==> config.mk <==
export PLATFORM = sky130hd
export DESIGN_NAME = stack_mod_rotate_print_unit
export DESIGN_NICKNAME = d
export VERILOG_FILES = /design/src/rtl/smrp_pkg.sv /design/src/rtl/stack_mod_rotate_print_unit.sv /design/src/rtl/smrp_stack_mem.sv /design/src/rtl/smrp_divider.sv
export SDC_FILE = /design/constraint.sdc
export NUM_CORES = 1
export LEC_CHECK = 0
export ABC_CLOCK_PERIOD_IN_PS = 8500
export BUFFER_PORTS_ARGS = -buffer_cell sky130_fd_sc_hd__buf_2
export CAP_MARGIN = 20
export CORE_MARGIN = 4
export CORE_UTILIZATION = 35
export CTS_CLUSTER_SIZE = 25
export DETAILED_ROUTE_END_ITERATION = 10
export HOLD_SLACK_MARGIN = 0.12
export SETUP_SLACK_MARGIN = 0.1
export SKIP_LAST_GASP = 1
export SYNTH_ARGS = -nofsm -noshare
export SYNTH_HDL_FRONTEND = slang
export SYNTH_SLANG_ARGS = --single-unit
==> constraint.sdc <==
create_clock -name clock -period 8.5 [get_ports clock]
set_clock_uncertainty 0.05 [all_clocks]
set_input_delay 0.85 -clock clock [delete_from_list [all_inputs] [get_ports clock]]
set_output_delay 0.85 -clock clock [all_outputs]
set_load 0.05 [all_outputs]
==> src/rtl/smrp_pkg.sv <==
// ----------------------------------------------------------------------------
// Stack unit package
// Sizes, opcode and status codes, sequencer states and the port bundles
// shared by the stack unit's modules.
// ----------------------------------------------------------------------------
package smrp_pkg;

   // Sizes of the stack ring and its words.
   localparam int STACK_DEPTH = 32;
   localparam int WORD_W      = 32;
   localparam int PTR_W       = $clog2(STACK_DEPTH);
   localparam int CNT_W       = $clog2(STACK_DEPTH + 1);
   localparam int SUM_W       = CNT_W + 1;
   localparam int STEP_W      = $clog2(WORD_W);
   localparam int CHAR_W      = 7;

   // A string print emits at most this many characters.
   localparam int MAX_RESULTS = 32;
   localparam int NCH_W       = $clog2(MAX_RESULTS + 1);

   // Character ranges.
   localparam logic signed [WORD_W-1:0] CHAR_LOW  = 32;
   localparam logic signed [WORD_W-1:0] CHAR_HIGH = 126;
   localparam logic signed [WORD_W-1:0] STR_LOW   = 1;
   localparam logic signed [WORD_W-1:0] STR_HIGH  = 127;

   typedef enum logic [2:0] {
      OP_PUSH  = 3'd0,
      OP_MOD   = 3'd1,
      OP_PCHAR = 3'd2,
      OP_PSTR  = 3'd3,
      OP_ROTL  = 3'd4,
      OP_ROTR  = 3'd5
   } opcode_type;

   typedef enum logic [2:0] {
      STAT_OK      = 3'd0,
      STAT_SHORT   = 3'd1,
      STAT_DIVZERO = 3'd2,
      STAT_EMPTY   = 3'd3,
      STAT_RANGE   = 3'd4,
      STAT_FULL    = 3'd5
   } status_type;

   typedef enum logic [2:0] {
      S_IDLE,
      S_EXEC,
      S_TOP,
      S_SEC,
      S_DIV,
      S_PSTR,
      S_PEND
   } state_type;

   // Memory write and read requests.
   typedef struct packed {
      logic             en;
      logic [PTR_W-1:0] addr;
      logic [WORD_W-1:0] data;
   } mem_wr_type;

   typedef struct packed {
      logic             en;
      logic [PTR_W-1:0] addr;
   } mem_rd_type;

   // Remainder unit request and response.
   typedef struct packed {
      logic              start;
      logic [WORD_W-1:0] dividend;
      logic [WORD_W-1:0] divisor;
   } div_req_type;

   typedef struct packed {
      logic              done;
      logic [WORD_W-1:0] remainder;
   } div_rsp_type;

   // Folds a sum below twice the depth back into the ring.
   function automatic logic [PTR_W-1:0] ring_wrap(input logic [SUM_W-1:0] sum);
      logic [SUM_W-1:0] folded;
      folded = (sum >= SUM_W'(STACK_DEPTH)) ? sum - SUM_W'(STACK_DEPTH) : sum;
      return folded[PTR_W-1:0];
   endfunction

endpackage

==> src/rtl/stack_mod_rotate_print_unit.sv <==
// ----------------------------------------------------------------------------
// Bounded stack machine
// Ring-held stack of signed words with push, remainder, character print,
// string print and rotation, run by a small sequencer.
// ----------------------------------------------------------------------------
// Usage:
//   A command word (req_opcode, req_push_value) is taken at a rising edge
//   where start is high and busy is low. busy stays high until the last
//   result word of that command has been issued.
//   Each result word is shown on the rsp_ ports for one cycle, marked by
//   rsp_valid; rsp_last marks the final word of a command. The receiver
//   cannot stall, so every result word must be taken when shown.
//   Sequencer states per command, start to last result word:
//     push, rotates on a short stack, errors found at decode, pstr on an
//     empty stack: S_EXEC; pchar, rotl, rotr, division by zero: S_EXEC,
//     S_TOP; remainder: S_EXEC, S_TOP, S_SEC, then S_DIV for the
//     one-bit-per-cycle steps of the remainder unit; pstr: S_EXEC, S_PSTR,
//     S_PEND, one character per cycle, set by the single memory read port.
//   Reset empties the stack at once; stack words need no clearing pass.
// ----------------------------------------------------------------------------
module stack_mod_rotate_print_unit (
   input  logic                              clock,
   input  logic                              reset,
   input  logic                              start,
   output logic                              busy,
   input  logic [2:0]                        req_opcode,
   input  logic signed [smrp_pkg::WORD_W-1:0] req_push_value,
   output logic                              rsp_valid,
   output logic [2:0]                        rsp_status,
   output logic                              rsp_has_char,
   output logic [smrp_pkg::CHAR_W-1:0]       rsp_char_out,
   output logic                              rsp_last
);
   import smrp_pkg::*;

   state_type          state_ff, state_in;
   logic [2:0]         op_ff, op_in;
   logic [WORD_W-1:0]  value_ff, value_in;
   logic [PTR_W-1:0]   bottom_ff, bottom_in;
   logic [CNT_W-1:0]   count_ff, count_in;
   logic [CNT_W-1:0]   depth_ff, depth_in;
   logic [NCH_W-1:0]   nchar_ff, nchar_in;
   logic               pend_ff, pend_in;
   logic [CHAR_W-1:0]  pchar_ff, pchar_in;
   logic [WORD_W-1:0]  divisor_ff, divisor_in;

   logic               rsp_valid_ff, rsp_valid_in;
   logic [2:0]         rsp_status_ff, rsp_status_in;
   logic               rsp_has_char_ff, rsp_has_char_in;
   logic [CHAR_W-1:0]  rsp_char_ff, rsp_char_in;
   logic               rsp_last_ff, rsp_last_in;

   mem_wr_type         mem_wr;
   mem_rd_type         mem_rd;
   logic [WORD_W-1:0]  mem_rdata;
   div_req_type        div_req;
   div_rsp_type        div_rsp;

   logic               accept;
   logic [CNT_W-1:0]   rd_depth;
   logic               rd_bottom;
   logic [PTR_W-1:0]   slot_rd;
   logic [PTR_W-1:0]   slot_sec;
   logic [PTR_W-1:0]   slot_push;
   logic [PTR_W-1:0]   bottom_dec;
   logic [PTR_W-1:0]   bottom_inc;
   logic               is_full;
   logic               is_empty;
   logic               has_two;
   logic               is_print;
   logic               is_strc;
   logic [CNT_W-1:0]   depth_next;
   logic [NCH_W-1:0]   nchar_next;
   logic               str_more;

   // Shared units.
   smrp_stack_mem u_mem (
      .clock   (clock),
      .wr      (mem_wr),
      .rd      (mem_rd),
      .rd_data (mem_rdata)
   );

   smrp_divider u_div (
      .clock (clock),
      .reset (reset),
      .req   (div_req),
      .rsp   (div_rsp)
   );

   assign busy   = (state_ff != S_IDLE);
   assign accept = start && !busy;

   // Ring addresses and stack conditions.
   assign slot_rd    = ring_wrap(SUM_W'(bottom_ff) +
                                 SUM_W'(count_ff - CNT_W'(1) - rd_depth));
   assign slot_sec   = ring_wrap(SUM_W'(bottom_ff) + SUM_W'(count_ff - CNT_W'(2)));
   assign slot_push  = ring_wrap(SUM_W'(bottom_ff) + SUM_W'(count_ff));
   assign bottom_dec = (bottom_ff == '0) ? PTR_W'(STACK_DEPTH - 1)
                                         : bottom_ff - PTR_W'(1);
   assign bottom_inc = (bottom_ff == PTR_W'(STACK_DEPTH - 1)) ? '0
                                                             : bottom_ff + PTR_W'(1);
   assign is_full    = (count_ff == CNT_W'(STACK_DEPTH));
   assign is_empty   = (count_ff == '0);
   assign has_two    = (count_ff >= CNT_W'(2));
   assign is_print   = ($signed(mem_rdata) >= CHAR_LOW) && ($signed(mem_rdata) <= CHAR_HIGH);
   assign is_strc    = ($signed(mem_rdata) >= STR_LOW) && ($signed(mem_rdata) <= STR_HIGH);
   assign depth_next = depth_ff + CNT_W'(1);
   assign nchar_next = nchar_ff + NCH_W'(1);
   assign str_more   = (depth_next < count_ff) && (nchar_next < NCH_W'(MAX_RESULTS));

   // Next state.
   always_comb begin
      state_in = state_ff;
      unique case (state_ff)
         S_IDLE: begin
            if (accept) begin
               state_in = S_EXEC;
            end
         end
         S_EXEC: begin
            unique case (op_ff)
               OP_MOD:   state_in = has_two ? S_TOP : S_IDLE;
               OP_PCHAR: state_in = is_empty ? S_IDLE : S_TOP;
               OP_PSTR:  state_in = is_empty ? S_IDLE : S_PSTR;
               OP_ROTL,
               OP_ROTR:  state_in = has_two ? S_TOP : S_IDLE;
               default:  state_in = S_IDLE;
            endcase
         end
         S_TOP: begin
            state_in = (op_ff == OP_MOD && mem_rdata != '0) ? S_SEC : S_IDLE;
         end
         S_SEC: begin
            state_in = S_DIV;
         end
         S_DIV: begin
            if (div_rsp.done) begin
               state_in = S_IDLE;
            end
         end
         S_PSTR: begin
            priority if (!is_strc) begin
               state_in = S_IDLE;
            end else if (!str_more) begin
               state_in = S_PEND;
            end
         end
         S_PEND: begin
            state_in = S_IDLE;
         end
         default: state_in = S_IDLE;
      endcase
   end

   // Datapath controls, stack updates and result words.
   always_comb begin
      op_in           = op_ff;
      value_in        = value_ff;
      bottom_in       = bottom_ff;
      count_in        = count_ff;
      depth_in        = depth_ff;
      nchar_in        = nchar_ff;
      pend_in         = pend_ff;
      pchar_in        = pchar_ff;
      divisor_in      = divisor_ff;
      rd_depth        = depth_ff;
      rd_bottom       = 1'b0;
      mem_rd.en       = 1'b0;
      mem_wr.en       = 1'b0;
      mem_wr.addr     = slot_push;
      mem_wr.data     = value_ff;
      div_req.start   = 1'b0;
      div_req.dividend = mem_rdata;
      div_req.divisor = divisor_ff;
      rsp_valid_in    = 1'b0;
      rsp_status_in   = STAT_OK;
      rsp_has_char_in = 1'b0;
      rsp_char_in     = '0;
      rsp_last_in     = 1'b1;
      unique case (state_ff)
         S_IDLE: begin
            if (accept) begin
               op_in    = req_opcode;
               value_in = req_push_value;
               depth_in = '0;
               nchar_in = '0;
               pend_in  = 1'b0;
            end
         end
         S_EXEC: begin
            unique case (op_ff)
               OP_PUSH: begin
                  rsp_valid_in = 1'b1;
                  if (is_full) begin
                     rsp_status_in = STAT_FULL;
                  end else begin
                     mem_wr.en = 1'b1;
                     count_in  = count_ff + CNT_W'(1);
                  end
               end
               OP_MOD: begin
                  if (has_two) begin
                     mem_rd.en = 1'b1;
                  end else begin
                     rsp_valid_in  = 1'b1;
                     rsp_status_in = STAT_SHORT;
                  end
               end
               OP_PCHAR: begin
                  if (is_empty) begin
                     rsp_valid_in  = 1'b1;
                     rsp_status_in = STAT_EMPTY;
                  end else begin
                     mem_rd.en = 1'b1;
                  end
               end
               OP_PSTR: begin
                  if (is_empty) begin
                     rsp_valid_in = 1'b1;
                  end else begin
                     mem_rd.en = 1'b1;
                  end
               end
               OP_ROTL: begin
                  if (has_two) begin
                     mem_rd.en = 1'b1;
                  end else begin
                     rsp_valid_in = 1'b1;
                  end
               end
               OP_ROTR: begin
                  if (has_two) begin
                     mem_rd.en = 1'b1;
                     rd_bottom = 1'b1;
                  end else begin
                     rsp_valid_in = 1'b1;
                  end
               end
               default: begin
                  rsp_valid_in = 1'b1;
               end
            endcase
         end
         S_TOP: begin
            unique case (op_ff)
               OP_MOD: begin
                  // The top word is the divisor; fetch the second word next.
                  divisor_in = mem_rdata;
                  mem_rd.en  = 1'b1;
                  rd_depth   = CNT_W'(1);
                  if (mem_rdata == '0) begin
                     rsp_valid_in  = 1'b1;
                     rsp_status_in = STAT_DIVZERO;
                  end
               end
               OP_PCHAR: begin
                  rsp_valid_in = 1'b1;
                  if (is_print) begin
                     rsp_has_char_in = 1'b1;
                     rsp_char_in     = mem_rdata[CHAR_W-1:0];
                  end else begin
                     rsp_status_in = STAT_RANGE;
                  end
               end
               OP_ROTL: begin
                  // Top word moves below the bottom.
                  rsp_valid_in = 1'b1;
                  bottom_in    = bottom_dec;
                  mem_wr.en    = 1'b1;
                  mem_wr.addr  = bottom_dec;
                  mem_wr.data  = mem_rdata;
               end
               OP_ROTR: begin
                  // Bottom word moves above the top.
                  rsp_valid_in = 1'b1;
                  bottom_in    = bottom_inc;
                  mem_wr.en    = 1'b1;
                  mem_wr.addr  = slot_push;
                  mem_wr.data  = mem_rdata;
               end
               default: begin
                  rsp_valid_in = 1'b1;
               end
            endcase
         end
         S_SEC: begin
            div_req.start = 1'b1;
         end
         S_DIV: begin
            if (div_rsp.done) begin
               mem_wr.en    = 1'b1;
               mem_wr.addr  = slot_sec;
               mem_wr.data  = div_rsp.remainder;
               count_in     = count_ff - CNT_W'(1);
               rsp_valid_in = 1'b1;
            end
         end
         S_PSTR: begin
            // A character is held back in pchar_ff so the last one can be marked.
            if (is_strc) begin
               rsp_valid_in    = pend_ff;
               rsp_has_char_in = 1'b1;
               rsp_char_in     = pchar_ff;
               rsp_last_in     = 1'b0;
               pend_in         = 1'b1;
               pchar_in        = mem_rdata[CHAR_W-1:0];
               depth_in        = depth_next;
               nchar_in        = nchar_next;
               if (str_more) begin
                  mem_rd.en = 1'b1;
                  rd_depth  = depth_next;
               end
            end else begin
               rsp_valid_in    = 1'b1;
               rsp_has_char_in = pend_ff;
               rsp_char_in     = pend_ff ? pchar_ff : '0;
            end
         end
         S_PEND: begin
            rsp_valid_in    = 1'b1;
            rsp_has_char_in = 1'b1;
            rsp_char_in     = pchar_ff;
         end
         default: begin
         end
      endcase
      mem_rd.addr = rd_bottom ? bottom_ff : slot_rd;
   end

   // Control registers.
   always_ff @(posedge clock) begin
      if (reset) begin
         state_ff     <= S_IDLE;
         bottom_ff    <= '0;
         count_ff     <= '0;
         rsp_valid_ff <= 1'b0;
      end else begin
         state_ff     <= state_in;
         bottom_ff    <= bottom_in;
         count_ff     <= count_in;
         rsp_valid_ff <= rsp_valid_in;
      end
   end

   // Command and result payload registers.
   always_ff @(posedge clock) begin
      op_ff           <= op_in;
      value_ff        <= value_in;
      depth_ff        <= depth_in;
      nchar_ff        <= nchar_in;
      pend_ff         <= pend_in;
      pchar_ff        <= pchar_in;
      divisor_ff      <= divisor_in;
      rsp_status_ff   <= rsp_status_in;
      rsp_has_char_ff <= rsp_has_char_in;
      rsp_char_ff     <= rsp_char_in;
      rsp_last_ff     <= rsp_last_in;
   end

   assign rsp_valid    = rsp_valid_ff;
   assign rsp_status   = rsp_status_ff;
   assign rsp_has_char = rsp_has_char_ff;
   assign rsp_char_out = rsp_char_ff;
   assign rsp_last     = rsp_last_ff;

endmodule

==> src/rtl/smrp_stack_mem.sv <==
// ----------------------------------------------------------------------------
// Stack ring memory
// One write port and one read port with registered read data.
// ----------------------------------------------------------------------------
module smrp_stack_mem (
   input  logic                        clock,
   input  smrp_pkg::mem_wr_type        wr,
   input  smrp_pkg::mem_rd_type        rd,
   output logic [smrp_pkg::WORD_W-1:0] rd_data
);
   import smrp_pkg::*;

   logic [WORD_W-1:0] store_ff [STACK_DEPTH];

   // Write port.
   always_ff @(posedge clock) begin
      if (wr.en) begin
         store_ff[wr.addr] <= wr.data;
      end
   end

   // Read port, data registered.
   always_ff @(posedge clock) begin
      if (rd.en) begin
         rd_data <= store_ff[rd.addr];
      end
   end

endmodule

==> src/rtl/smrp_divider.sv <==
// ----------------------------------------------------------------------------
// Iterative remainder unit
// Signed truncating remainder by restoring division, one bit per cycle.
// ----------------------------------------------------------------------------
module smrp_divider (
   input  logic                  clock,
   input  logic                  reset,
   input  smrp_pkg::div_req_type req,
   output smrp_pkg::div_rsp_type rsp
);
   import smrp_pkg::*;

   logic              run_ff,  run_in;
   logic              done_ff, done_in;
   logic [STEP_W-1:0] step_ff, step_in;
   logic [WORD_W-1:0] rem_ff,  rem_in;
   logic [WORD_W-1:0] quo_ff,  quo_in;
   logic [WORD_W-1:0] dvs_ff,  dvs_in;
   logic              neg_ff,  neg_in;
   logic [WORD_W:0]   shifted;
   logic [WORD_W:0]   trial;

   // One restoring step: shift in the next dividend bit and try a subtract.
   assign shifted = {rem_ff, quo_ff[WORD_W-1]};
   assign trial   = shifted - {1'b0, dvs_ff};

   always_comb begin
      run_in  = run_ff;
      done_in = 1'b0;
      step_in = step_ff;
      rem_in  = rem_ff;
      quo_in  = quo_ff;
      dvs_in  = dvs_ff;
      neg_in  = neg_ff;
      if (req.start) begin
         run_in  = 1'b1;
         step_in = '0;
         rem_in  = '0;
         quo_in  = req.dividend[WORD_W-1] ? ~req.dividend + WORD_W'(1) : req.dividend;
         dvs_in  = req.divisor[WORD_W-1] ? ~req.divisor + WORD_W'(1) : req.divisor;
         neg_in  = req.dividend[WORD_W-1];
      end else if (run_ff) begin
         rem_in  = trial[WORD_W] ? shifted[WORD_W-1:0] : trial[WORD_W-1:0];
         quo_in  = {quo_ff[WORD_W-2:0], 1'b0};
         step_in = step_ff + STEP_W'(1);
         if (step_ff == STEP_W'(WORD_W - 1)) begin
            run_in  = 1'b0;
            done_in = 1'b1;
         end
      end
   end

   // Control registers.
   always_ff @(posedge clock) begin
      if (reset) begin
         run_ff  <= 1'b0;
         done_ff <= 1'b0;
      end else begin
         run_ff  <= run_in;
         done_ff <= done_in;
      end
   end

   // Working registers.
   always_ff @(posedge clock) begin
      step_ff <= step_in;
      rem_ff  <= rem_in;
      quo_ff  <= quo_in;
      dvs_ff  <= dvs_in;
      neg_ff  <= neg_in;
   end

   // The remainder takes the sign of the dividend.
   assign rsp.done      = done_ff;
   assign rsp.remainder = neg_ff ? ~rem_ff + WORD_W'(1) : rem_ff;

endmodule

==> impl_metrics.yaml <==
floorplan:
  ios: 52
  fp.dieW_um: 397.4
  start_util_pct: 35.31
  rows: 142
  die_h_um: 397.4
  die_area_um2: 157900
  core_um2: 150300
routing:
  final_antenna_net_count: 0
  wirelength_mm: 142.6
  drc: 0
  drt_iter0_drc: 3267
  num_vias: 29190
  viasPerCell: 5.520
  wl_per_cell_um: 26.96
  dr.pass1.iters: 5
clock_tree:
  path_clk_slew_ns: 0.06
  cts-root-buf: "clkbuf_16"
  hold_buffers: 0
  tritoncts: "done"
  cts_resized: 0
  numCtsBuffers: 135
  cts_max_level: 4
  post-cts-setup-buffer-count: 0
  clock-sinks: 1274
  clock_latency_ns: 0.76
  cts_buffer_depth: 3
setup_path:
  rr_endpoint: "u_mem.rd_data[16]"
  cp_cell_sequence: "or4_4 -> nor4_2 -> o2111ai_1 -> or2_2 -> inv_1 -> nand3_1 -> and3_1 -> a21oi_1 -> fa_1 -> ha_1 -> fa_1 -> a21oi_4 -> buf_12 -> mux4_2 -> a22o_1 -> a221oi_1 -> mux2i_1"
  path_max_fanout: 56
  worstPathArrival_ns: 7.37
  critPathBufInv: 2
  cp-startpoint: "u_mem.rd_data[16]"
  cp.required_ns: 8.87
  cp-end-kind: "flop"
  rrSetupSlack_ns: 1.50
  cp-endpoint: "u_mem.rd_data[16]"
  reg2reg_from: "u_mem.rd_data[16]"
  worstSetupStartpointType: "flop"
  path_delay_family: "simple AND/OR/NAND/NOR gates"
  max_stage_delay_ns: 0.62
  crit_cells: 17
  rr_worst_depth: 17
  critPathKind: "flop to flop"
  crit_top_cell: "fa_1"
  slowest_stage: "or4_4"
pwr:
  p_leak_nw: 19.96
  power_mw: 13.92
  switching_power_mw: 3.286
  ir_worst_vdd_mv: 0.1878
  switching_share_pct: 23.60
  p_seq_share_pct: 50.5
  internal_power_mw: 10.64
  power-per-cell-area_nw_per_um2: 228.0
  p_clk_share_pct: 41.0
  comb_power_share_pct: 8.5
placed_design:
  dp_hpwl_mm: 79.98
  gp_congestion: 0.8265
  io_buffers: 51
synth:
  syn_inst: 3014
  synth_most_common_cell: "edfxtp_1"
  synthTopCellsByArea: "edfxtp_1 (68%), mux4_2 (11%), dfxtp_1 (2.5%)"
  synth-edff-count: 1208
  synth_cell_types: 77
  synth_commonest_cells: "edfxtp_1 (1,208), mux4_2 (256), nor2_1 (136), o21ai_0 (136), nand2_1 (129)"
  syn_area_um2: 53070
  synth.yosys.seq_area_share_pct: 70.84
  synth_top_area_cell: "edfxtp_1"
  syn-num-nets: 3126
  syn_avg_cell_area_um2: 17.61
  synthFlopType: "edfxtp_1"
  ys_ff_latch: 1274
  synth_warnings: 0
  synth_top_area_share_pct: 68.35
  async_flop_share_pct: 0
finish:
  layout-drive-gt1-share_pct: 21.46
  finalNetCount: 3272
  postLayoutCoreUtil_pct: 40.63
  area_growth_pct: 15.07
  fillers: 13420
sta:
  rsz0062_at_grt: "no"
  timing.final.crit_period_ns: 6.999
  setup_viol: 0
  hold_viol: 0
  period_share_pct: 82.34
  drv_slew: 0
  max_slew_margin_pct: 26.17
  fmax_ghz: 0.1429
  fin_tns_setup_ns: 0
  tightest_slew_ns: 1.105
grt:
  overflow: 0
  grt_pass1_vias: 28670
  grt_use_total_pct: 17.80
  antenna_found_initial: 3
  grt_pass1_wl_mm: 204.6
  grt_max_degree: 92
worst_hold_path:
  hp-class: "input pin to flop"
outcome:
  status: "finished clean"
flow_run:
  maxCapViolations: 0
layout make-up:
class | instances | area, µm² | share of cell area, %
inverter | 86 | 322.8 | 0.5286
clock buffer | 171 | 3545 | 5.804
clock inverter | 77 | 763.2 | 1.250
timing repair buffer | 160 | 1439 | 2.356
tap | 2016 | 2522 | 4.130
antenna | 1 | 2.502 | 0.004098
sequential | 1274 | 37600 | 61.56
multi-input combinational | 1503 | 14880 | 24.36
metrics by stage:
step                      hold slack (ns)  instance area, µm²  setup slack, ns  std cells
final                              0.2278               61070            1.501       5288
after global routing               0.1961               61070            1.112       5287
after CTS                          0.1815               60820            1.478       5272
after detailed placement           0.4064               56510            1.493       5024
after global placement             0.4037               56430            1.545       5019
after floorplan                    0.3893               53070            3.049       3014
registers in the layout, summed over array words and instances, names as in the netlist, 7 cells and up:
| register | flops |
|---|---|
| u_mem.store_ff | 1024 |
| divisor_ff | 32 |
| u_div.dvs_ff | 32 |
| u_div.quo_ff | 32 |
| u_div.rem_ff | 32 |
| u_mem.rd_data | 32 |
| value_ff | 32 |
| pchar_ff | 7 |
| rsp_char_out | 7 |
worst register-to-register path, stage by stage (launching register included):
cell	delay [ns]
edfxtp_1	0.49
or4_4	0.62
nor4_2	0.51
o2111ai_1	0.40
or2_2	0.43
inv_1	0.26
nand3_1	0.18
and3_1	0.21
a21oi_1	0.17
fa_1	0.46
ha_1	0.25
fa_1	0.49
a21oi_4	0.48
buf_12	0.38
mux4_2	0.42
a22o_1	0.25
a221oi_1	0.38
mux2i_1	0.25
power groups by stage:
| stage | logic (mW) | registers (mW) | clock network (mW) |
|---|---|---|---|
| 2_1_floorplan | 0.840 | 7.12 | 0 |
| 3_3_place_gp | 1.15 | 7.16 | 0 |
| 3_5_place_dp | 1.17 | 7.16 | 0 |
| 4_1_cts | 1.17 | 7.03 | 5.80 |
| 5_1_grt | 1.29 | 7.03 | 6.08 |
| 6_report | 1.19 | 7.03 | 5.71 |
routing by layer:
metal | wire, µm | part of all wire [%] | global-route usage (%) | up-vias
met3 | 10520 | 7.4 | 3.197 | 190
met1 | 60010 | 42 | 24.64 | 15390
met4 | 2849 | 2.0 | 4.458 | 4
met2 | 69170 | 49 | 29.21 | 1127
met5 | 27 | 0.019 | 0 | -
li1 | - | - | - | 12480
cell families after synthesis:
logic type	after synthesis	synth area share [%]
XOR/XNOR	146	2.445
AO/OA/AOI/OAI	515	6.752
AND/OR/NAND/NOR	443	4.043
adder cells (fa/ha/maj)	74	1.872
multiplexers	325	12.16
buffers and inverters	237	1.886
flip-flops	1274	70.84
worst min path at each step:
| stage | startpoint | end | slack, ns | cells past startpoint |
|---|---|---|---|---|
| 2_1_floorplan | u_mem.rd_data[2] | divisor_ff[2] | 0.39 | 0 |
| 3_3_place_gp | pchar_ff[5] | rsp_char_out[5] | 0.40 | 1 |
| 4_1_cts | req_push_value[30] | value_ff[30] | 0.18 | 1 |
| 5_1_grt | req_push_value[30] | value_ff[30] | 0.20 | 1 |
| 3_5_place_dp | pchar_ff[2] | rsp_char_out[2] | 0.41 | 1 |
| 6_report | req_push_value[30] | value_ff[30] | 0.23 | 1 |
cell usage in the layout, fill, tap and decap left out, types with 69 or more instances in the layout:
cell type	n
clkbuf_16	137
edfxtp_1	1208
buf_4	74
mux2i_1	69
o21ai_0	110
mux4_2	256
nand2_1	126
xor2_1	80
a21oi_1	71
nor2_1	100
a22o_1	74
inv_1	83
Power figures use the tool's default switching activity.
